--- src/rtl/hsvrgb_pkg.sv ---
// ----------------------------------------------------------------------------
// hsvrgb_pkg
// Shared widths, scale constants, reciprocals and sector codes for the
// HSV to RGB pipeline.
// ----------------------------------------------------------------------------
package hsvrgb_pkg;

	// field widths
	localparam int HUE_W  = 10;
	localparam int CH_W   = 8;
	localparam int SEC_W  = 4;
	localparam int FRAC_W = 7;
	localparam int NUM_W  = 15;   // 30600 - s*part, at most 30600
	localparam int PRQ_W  = 23;   // v * num, at most 7,803,000
	localparam int PRP_W  = 16;   // v * (255 - s), at most 65025

	// scale constants
	localparam int SECTOR_SPAN = 120;
	localparam int UNIT_SCALE  = 255;
	localparam int FULL_SCALE  = 30600;

	// floor(2^32 / 30600) and floor(2^24 / 255); the estimate is low by at most one
	localparam int RECIP_FULL_W  = 18;
	localparam int RECIP_FULL_SH = 32;
	localparam logic [RECIP_FULL_W-1:0] RECIP_FULL = 18'd140358;
	localparam int RECIP_UNIT_W  = 17;
	localparam int RECIP_UNIT_SH = 24;
	localparam logic [RECIP_UNIT_W-1:0] RECIP_UNIT = 17'd65793;

	// hue sectors; anything above magenta-red is handled as magenta-red
	localparam logic [SEC_W-1:0] SEC_RED_YEL  = 4'd0;
	localparam logic [SEC_W-1:0] SEC_YEL_GRN  = 4'd1;
	localparam logic [SEC_W-1:0] SEC_GRN_CYN  = 4'd2;
	localparam logic [SEC_W-1:0] SEC_CYN_BLU  = 4'd3;
	localparam logic [SEC_W-1:0] SEC_BLU_MAG  = 4'd4;

	// data riding alongside the divider stages
	typedef struct packed {
		logic [SEC_W-1:0] sector;
		logic [CH_W-1:0]  v;
	} side_t;

endpackage

--- src/rtl/hsvrgb_div.sv ---
// ----------------------------------------------------------------------------
// hsvrgb_div
// Two-stage constant divider: floor(xp/255), floor(xq/30600), floor(xt/30600)
// by reciprocal multiply followed by a single compare-and-increment fix-up.
// ----------------------------------------------------------------------------
module hsvrgb_div (
	input  logic                          clk,
	input  logic                          arst_n,
	input  logic                          in_valid,
	input  logic [hsvrgb_pkg::PRP_W-1:0]  xp,
	input  logic [hsvrgb_pkg::PRQ_W-1:0]  xq,
	input  logic [hsvrgb_pkg::PRQ_W-1:0]  xt,
	output logic                          out_valid,
	output logic [hsvrgb_pkg::CH_W-1:0]   level_p,
	output logic [hsvrgb_pkg::CH_W-1:0]   level_q,
	output logic [hsvrgb_pkg::CH_W-1:0]   level_t
);

	localparam int PW = hsvrgb_pkg::PRP_W + hsvrgb_pkg::RECIP_UNIT_W;
	localparam int QW = hsvrgb_pkg::PRQ_W + hsvrgb_pkg::RECIP_FULL_W;
	localparam int CW = hsvrgb_pkg::CH_W;

	logic [PW-1:0] est_p;
	logic [QW-1:0] est_q, est_t;

	logic                          valid_s4;
	logic [hsvrgb_pkg::PRP_W-1:0]  xp_s4;
	logic [hsvrgb_pkg::PRQ_W-1:0]  xq_s4, xt_s4;
	logic [CW-1:0]                 qp_s4, qq_s4, qt_s4;

	logic [hsvrgb_pkg::PRP_W-1:0]  rem_p;
	logic [hsvrgb_pkg::PRQ_W-1:0]  rem_q, rem_t;

	logic                          valid_s5;
	logic [CW-1:0]                 lp_s5, lq_s5, lt_s5;

	// quotient estimates
	assign est_p = PW'(xp) * PW'(hsvrgb_pkg::RECIP_UNIT);
	assign est_q = QW'(xq) * QW'(hsvrgb_pkg::RECIP_FULL);
	assign est_t = QW'(xt) * QW'(hsvrgb_pkg::RECIP_FULL);

	always_ff @(posedge clk or negedge arst_n) begin
		if (!arst_n) begin
			valid_s4 <= 1'b0;
			valid_s5 <= 1'b0;
		end else begin
			valid_s4 <= in_valid;
			valid_s5 <= valid_s4;
		end
	end

	always_ff @(posedge clk) begin
		xp_s4 <= xp;
		xq_s4 <= xq;
		xt_s4 <= xt;
		qp_s4 <= est_p[hsvrgb_pkg::RECIP_UNIT_SH +: CW];
		qq_s4 <= est_q[hsvrgb_pkg::RECIP_FULL_SH +: CW];
		qt_s4 <= est_t[hsvrgb_pkg::RECIP_FULL_SH +: CW];
	end

	// remainders; each is below twice the divisor
	assign rem_p = xp_s4 - hsvrgb_pkg::PRP_W'(qp_s4) *
		hsvrgb_pkg::PRP_W'(hsvrgb_pkg::UNIT_SCALE);
	assign rem_q = xq_s4 - hsvrgb_pkg::PRQ_W'(qq_s4) *
		hsvrgb_pkg::PRQ_W'(hsvrgb_pkg::FULL_SCALE);
	assign rem_t = xt_s4 - hsvrgb_pkg::PRQ_W'(qt_s4) *
		hsvrgb_pkg::PRQ_W'(hsvrgb_pkg::FULL_SCALE);

	// fix-up: bump the estimate when a whole divisor is left over
	always_ff @(posedge clk) begin
		lp_s5 <= (rem_p >= hsvrgb_pkg::PRP_W'(hsvrgb_pkg::UNIT_SCALE)) ?
			qp_s4 + 8'd1 : qp_s4;
		lq_s5 <= (rem_q >= hsvrgb_pkg::PRQ_W'(hsvrgb_pkg::FULL_SCALE)) ?
			qq_s4 + 8'd1 : qq_s4;
		lt_s5 <= (rem_t >= hsvrgb_pkg::PRQ_W'(hsvrgb_pkg::FULL_SCALE)) ?
			qt_s4 + 8'd1 : qt_s4;
	end

	assign out_valid = valid_s5;
	assign level_p   = lp_s5;
	assign level_q   = lq_s5;
	assign level_t   = lt_s5;

endmodule

--- src/rtl/hsv_to_rgb.sv ---
// ----------------------------------------------------------------------------
// hsv_to_rgb
// Throughput: one request per clock; six register stages, the slowest being
// the 23x18 reciprocal multiply in the divider. busy is always low.
// Reset: arst_n clears all valid bits; payload registers are not reset.
// ----------------------------------------------------------------------------
module hsv_to_rgb (
	input  logic                          clk,
	input  logic                          arst_n,
	input  logic                          start,
	output logic                          busy,
	input  logic [hsvrgb_pkg::HUE_W-1:0]  hue,
	input  logic [hsvrgb_pkg::CH_W-1:0]   saturation,
	input  logic [hsvrgb_pkg::CH_W-1:0]   brightness,
	output logic                          done,
	output logic [hsvrgb_pkg::CH_W-1:0]   red,
	output logic [hsvrgb_pkg::CH_W-1:0]   green,
	output logic [hsvrgb_pkg::CH_W-1:0]   blue
);

	localparam int HW = hsvrgb_pkg::HUE_W;
	localparam int CW = hsvrgb_pkg::CH_W;
	localparam int SW = hsvrgb_pkg::SEC_W;
	localparam int FW = hsvrgb_pkg::FRAC_W;
	localparam int NW = hsvrgb_pkg::NUM_W;

	logic accept;

	logic [SW-1:0] sec_c;
	logic [FW-1:0] frac_c;

	logic          valid_s1, valid_s2, valid_s3, valid_s6;
	logic [SW-1:0] sec_s1;
	logic [FW-1:0] frac_s1;
	logic [CW-1:0] s_s1, v_s1;

	logic [FW-1:0] part_t;
	hsvrgb_pkg::side_t side_s2, side_s3, side_s4, side_s5;
	logic [NW-1:0] numq_s2, numt_s2;
	logic [CW-1:0] inv_s_s2;
	logic [CW-1:0] v_s2;

	logic [hsvrgb_pkg::PRP_W-1:0] xp_s3;
	logic [hsvrgb_pkg::PRQ_W-1:0] xq_s3, xt_s3;

	logic          div_valid;
	logic [CW-1:0] lvl_p, lvl_q, lvl_t;

	logic [CW-1:0] red_s6, green_s6, blue_s6;

	// the pipeline never stalls
	assign busy   = 1'b0;
	assign accept = start && !busy;

	// sector and fraction: count crossed multiples of 120, then subtract
	always_comb begin
		sec_c = '0;
		for (int k = 1; k <= 8; k++) begin
			if (hue >= HW'(k * hsvrgb_pkg::SECTOR_SPAN))
				sec_c = sec_c + 4'd1;
		end
		frac_c = FW'(hue - HW'(32'(sec_c) * hsvrgb_pkg::SECTOR_SPAN));
	end

	always_ff @(posedge clk or negedge arst_n) begin
		if (!arst_n) begin
			valid_s1 <= 1'b0;
			valid_s2 <= 1'b0;
			valid_s3 <= 1'b0;
			valid_s6 <= 1'b0;
		end else begin
			valid_s1 <= accept;
			valid_s2 <= valid_s1;
			valid_s3 <= valid_s2;
			valid_s6 <= div_valid;
		end
	end

	// stage 1: split hue
	always_ff @(posedge clk) begin
		sec_s1  <= sec_c;
		frac_s1 <= frac_c;
		s_s1    <= saturation;
		v_s1    <= brightness;
	end

	// stage 2: numerators 30600 - s*part and 255 - s
	assign part_t = FW'(hsvrgb_pkg::SECTOR_SPAN) - frac_s1;

	always_ff @(posedge clk) begin
		numq_s2  <= NW'(hsvrgb_pkg::FULL_SCALE) - NW'(s_s1) * NW'(frac_s1);
		numt_s2  <= NW'(hsvrgb_pkg::FULL_SCALE) - NW'(s_s1) * NW'(part_t);
		inv_s_s2 <= CW'(hsvrgb_pkg::UNIT_SCALE) - s_s1;
		v_s2     <= v_s1;
		side_s2  <= '{sector: sec_s1, v: v_s1};
	end

	// stage 3: scale by value
	always_ff @(posedge clk) begin
		xp_s3   <= hsvrgb_pkg::PRP_W'(v_s2) * hsvrgb_pkg::PRP_W'(inv_s_s2);
		xq_s3   <= hsvrgb_pkg::PRQ_W'(v_s2) * hsvrgb_pkg::PRQ_W'(numq_s2);
		xt_s3   <= hsvrgb_pkg::PRQ_W'(v_s2) * hsvrgb_pkg::PRQ_W'(numt_s2);
		side_s3 <= side_s2;
	end

	// stages 4 and 5: constant division
	hsvrgb_div u_div (
		.clk       (clk),
		.arst_n    (arst_n),
		.in_valid  (valid_s3),
		.xp        (xp_s3),
		.xq        (xq_s3),
		.xt        (xt_s3),
		.out_valid (div_valid),
		.level_p   (lvl_p),
		.level_q   (lvl_q),
		.level_t   (lvl_t)
	);

	// side data kept in step with the divider
	always_ff @(posedge clk) begin
		side_s4 <= side_s3;
		side_s5 <= side_s4;
	end

	// stage 6: sector table
	always_ff @(posedge clk) begin
		unique case (side_s5.sector)
			hsvrgb_pkg::SEC_RED_YEL: begin
				red_s6 <= side_s5.v; green_s6 <= lvl_t; blue_s6 <= lvl_p;
			end
			hsvrgb_pkg::SEC_YEL_GRN: begin
				red_s6 <= lvl_q; green_s6 <= side_s5.v; blue_s6 <= lvl_p;
			end
			hsvrgb_pkg::SEC_GRN_CYN: begin
				red_s6 <= lvl_p; green_s6 <= side_s5.v; blue_s6 <= lvl_t;
			end
			hsvrgb_pkg::SEC_CYN_BLU: begin
				red_s6 <= lvl_p; green_s6 <= lvl_q; blue_s6 <= side_s5.v;
			end
			hsvrgb_pkg::SEC_BLU_MAG: begin
				red_s6 <= lvl_t; green_s6 <= lvl_p; blue_s6 <= side_s5.v;
			end
			default: begin
				red_s6 <= side_s5.v; green_s6 <= lvl_p; blue_s6 <= lvl_q;
			end
		endcase
	end

	assign done  = valid_s6;
	assign red   = red_s6;
	assign green = green_s6;
	assign blue  = blue_s6;

	// every accepted request comes out as a done strobe
	a_latency: assert property (@(posedge clk) disable iff (!arst_n)
		accept |-> ##6 done)
		else $error("request not completed after six cycles");

	// no channel exceeds the value it came from
	a_bounded: assert property (@(posedge clk) disable iff (!arst_n)
		done |-> (red <= $past(brightness, 6)) && (green <= $past(brightness, 6)) &&
			(blue <= $past(brightness, 6)))
		else $error("channel above brightness");

	// the largest channel equals the value
	a_peak: assert property (@(posedge clk) disable iff (!arst_n)
		done |-> (red == $past(brightness, 6)) || (green == $past(brightness, 6)) ||
			(blue == $past(brightness, 6)))
		else $error("no channel carries brightness");

	// zero saturation gives gray
	a_gray: assert property (@(posedge clk) disable iff (!arst_n)
		(done && ($past(saturation, 6) == '0)) |->
			(red == $past(brightness, 6)) && (green == $past(brightness, 6)) &&
			(blue == $past(brightness, 6)))
		else $error("zero saturation not gray");

endmodule

--- config.mk ---
export PLATFORM = sky130hd
export DESIGN_NAME = hsv_to_rgb
export DESIGN_NICKNAME = d
export VERILOG_FILES = /design/src/rtl/hsvrgb_pkg.sv /design/src/rtl/hsvrgb_div.sv /design/src/rtl/hsv_to_rgb.sv
export SDC_FILE = /design/constraint.sdc
export NUM_CORES = 2
export LEC_CHECK = 0
export BUFFER_PORTS_ARGS = -buffer_cell sky130_fd_sc_hd__buf_2
export CAP_MARGIN = 30
export CORE_MARGIN = 2
export CORE_UTILIZATION = 50
export CTS_CLUSTER_DIAMETER = 80
export DETAILED_ROUTE_END_ITERATION = 8
export PLACE_DENSITY = 0.66
export SKIP_LAST_GASP = 1
export SLEW_MARGIN = 10
export SYNTH_ARGS = -nofsm -noshare
export SYNTH_HDL_FRONTEND = slang
export SYNTH_HIERARCHICAL = 1
export SYNTH_SLANG_ARGS = --single-unit
--- constraint.sdc ---
create_clock -name clk -period 6.95 [get_ports clk]
set_clock_uncertainty 0.15 [all_clocks]
set_input_delay 1.0425 -clock clk [delete_from_list [all_inputs] [get_ports clk]]
set_output_delay 1.0425 -clock clk [all_outputs]
set_load 0.005 [all_outputs]
==> qor.yml <==
clock_tree:
  cts_buffer_depth: 3
  h-tree-depth: 2
  numCtsBuffers: 38
  worstSkewPairLatency_ns: 0.57
  cts_hold_buf: 0
  clk_pin_slew_ns: 0.06
  root_buffer: "clkbuf_16"
  cts_tree: "done"
  cts.sinks: 307
logic_synthesis:
  ys_warn_count: 6
  syn_nets: 5243
  synth_area_sq_mm: 0.0380
  synth_cell_type_count: 103
  ys.flop_type: "dfxtp_1"
  syn_area_per_cell_sq_um: 9.47
  synth_cells: 4017
  yosysSeqAreaShare: 0.162
  synth_seq_cells: 307
  async_reset_ff_frac: 0.0195
  synth_edf_count: 0
final_layout:
  mostFrequentLayoutCell: "inv_1"
  layout_common_cells: "inv_1, ha_1, fa_1"
  antenna_cells: 0
  areaGrowthSynthToFinish_pct: 6.95
  layout-drive-gt1-share: 0.0472
  nets: 5285
  n_fill_cell: 6903
setup_path:
  cp_data_required_time_ns: 7.29
  cp_max_fo: 9
  worstPathArrival_ns: 6.94
  critPathKind: "reg -> reg"
  crit_path_end_kind: "register"
  start_kind: "register"
detailed_routing:
  drcViolationCount: 0
  viasPerCell: 5.16
  wirelength_mm: 75.9
  drt_iter0_drc: 1083
  vias: 26100
  post_drt_wl_per_cell_um: 15.0
  firstDrtPassIters: 8
  antenna_left: 0
grt:
  grt_max_degree: 45
  track_usage: 0.204
  grt_pass1_wl_mm: 131
  grt_pass1_vias: 27200
  antenna_found_initial: 11
  overflow: 0
sta:
  slew_headroom: 0.355
  fin_crit_sh: 0.949
  finalHoldViolCount: 0
  tightest_slew_ns: 0.966
  period_minus_slack_ns: 6.60
  setup_violations: 0
  tns_ns: 0
  slew_viol_final: 0
  fmax_ghz: 0.152
place:
  gp_congestion: 0.874
  io_buffer_count: 53
  dpl.hpwl_mm: 62.8
min_path:
  min_path_type: "in -> async"
run:
  maxCapViolCount: 0
floorplan:
  die_area_sq_mm: 0.0783
  core-area_sq_mm: 0.0756
  io_pins: 55
  die_h_um: 280
  die_x_um: 280
  start_util: 0.503
  row_count: 101
outcome:
  outcome: "completed"
-- cell type report --
| class | instances | area, sq um | share of cell area |
|---|---|---|---|
| inverters | 863 | 3240 | 0.0796 |
| clock buffers | 49 | 1050 | 0.0259 |
| clock inverters | 20 | 206 | 0.00508 |
| repair buffers | 75 | 438 | 0.0108 |
| multi-input cells | 2774 | 28300 | 0.697 |
| well taps | 978 | 1220 | 0.0301 |
| flip-flops and latches | 307 | 6180 | 0.152 |
-- through the flow --
step                      hold slack, ns  cells  utilization  setup slack, ns  area, sq um
after floorplan                    0.160   4017            -            0.553        38000
after global placement             0.161   4995        0.521            0.169        39400
after detailed placement           0.162   4995        0.521          -0.0441        39400
after CTS                          0.103   5064        0.538            0.124        40600
after global routing               0.131   5066        0.538       -0.0000191        40700
final                              0.139   5066        0.538            0.354        40700
-- path summary, 6_finish.rpt --
kind	from	end	slack (ns)	cells past startpoint
worst max-delay path	u_div/qt_s4[5]	u_div/level_t[7]	0.35	26
min in group clk	v_s1[4]	v_s2[4]	0.17	0
worst min register to register	v_s1[4]	v_s2[4]	0.17	0
worst min-delay path	arst_n	valid_s1	0.14	1
worst max register to register	u_div/qt_s4[5]	u_div/level_t[7]	0.35	26
max in group asynchronous	arst_n	done	6.37	1
-- kinds of logic after synthesis --
family | after synthesis | share of synthesized area
adders and majority gates | 1197 | 0.488
buffers and inverters | 936 | 0.0933
and+or+nand+nor | 888 | 0.119
AOI/OAI and AO/OA | 509 | 0.0941
DFF | 307 | 0.162
xor gates and xnor gates | 168 | 0.0396
muxes | 11 | 0.00293
other | 1 | 0.0000986
-- registers in the layout, indices dropped and copies added (netlist names), 12 cells and up --
signal,cells
xt_s3,23
u_div/xt_s4,20
xp_s3,16
side_s4,12
side_s3,12
u_div/xp_s4,16
numt_s2,15
xq_s3,22
side_s5,12
numq_s2,14
u_div/xq_s4,20
-- worst max-delay path, stage by stage, from the launching register on --
cell and delay, ns:
dfxtp_2 0.39, fa_2 0.64, inv_1 0.07, fa_1 0.53, inv_1 0.05, fa_1 0.54
inv_1 0.06, fa_1 0.53, inv_1 0.04, ha_1 0.32, o21a_1 0.12, a21oi_1 0.21
o21ai_1 0.16, a21oi_2 0.19, o21bai_1 0.08, a21oi_1 0.17, xor2_1 0.19, ha_1 0.31
inv_1 0.10, nor2_1 0.06, a221oi_1 0.32, o221ai_1 0.18, a31o_2 0.26, a2111oi_4 0.37
nand3_4 0.18, nand4_1 0.16, xnor2_1 0.12
-- layer usage --
metal  track usage  part of all wire  wire [um]
met4        0.0463             0.020       1520
met5             0           0.00037         28
met2         0.339              0.45      34500
met3        0.0268             0.038       2890
met1         0.282              0.49      37000
-- synthesized netlist by cell type, types with 5 or more instances --
| library cell | n | area (sq um) |
|---|---|---|
| nand2b_1 | 30 | 188 |
| a21boi_0 | 7 | 52.6 |
| nand2_1 | 258 | 968 |
| o2111ai_1 | 8 | 70.1 |
| and2_1 | 242 | 1510 |
| o221ai_1 | 6 | 52.6 |
| or3_1 | 26 | 163 |
| o211ai_1 | 13 | 97.6 |
| ha_1 | 718 | 8980 |
| o22ai_1 | 5 | 31.3 |
| o21a_1 | 32 | 240 |
| nor2b_1 | 30 | 188 |
| mux2i_1 | 10 | 100 |
| a31o_2 | 7 | 61.3 |
| a311oi_1 | 11 | 96.3 |
| a41oi_1 | 7 | 61.3 |
| xor2_1 | 49 | 429 |
| fa_1 | 479 | 9590 |
| a221o_1 | 10 | 100 |
| inv_1 | 862 | 3240 |
| and3_1 | 15 | 93.8 |
| nor4_1 | 6 | 37.5 |
| a211oi_1 | 22 | 165 |
| a211o_1 | 6 | 52.6 |
| nand3b_1 | 9 | 67.6 |
| nor3_1 | 42 | 210 |
| or2_2 | 8 | 50.1 |
| nor2_1 | 141 | 529 |
| nand3_1 | 39 | 195 |
| a21o_1 | 63 | 473 |
| a31oi_1 | 16 | 100 |
| o211a_1 | 5 | 50.1 |
| clkbuf_1 | 66 | 248 |
| xnor2_1 | 116 | 1020 |
| o21bai_1 | 18 | 135 |
| o21ai_1 | 7 | 35.0 |
| nand4_1 | 19 | 119 |
| a21oi_1 | 132 | 661 |
| dfrtp_1 | 6 | 150 |
| dfxtp_1 | 301 | 6030 |
| a221oi_1 | 6 | 52.6 |
| a222oi_1 | 8 | 80.1 |
| o21ai_0 | 69 | 345 |
-- what timing repair did --
item	4_1_cts	5_1_grt
setup buffers	0	1
setup endpoints to repair	0	16
resized for setup	0	11
Power is left out: the tool's default activity adds up to more than one toggle a clock period on the data nets, which glitch-free logic cannot reach.
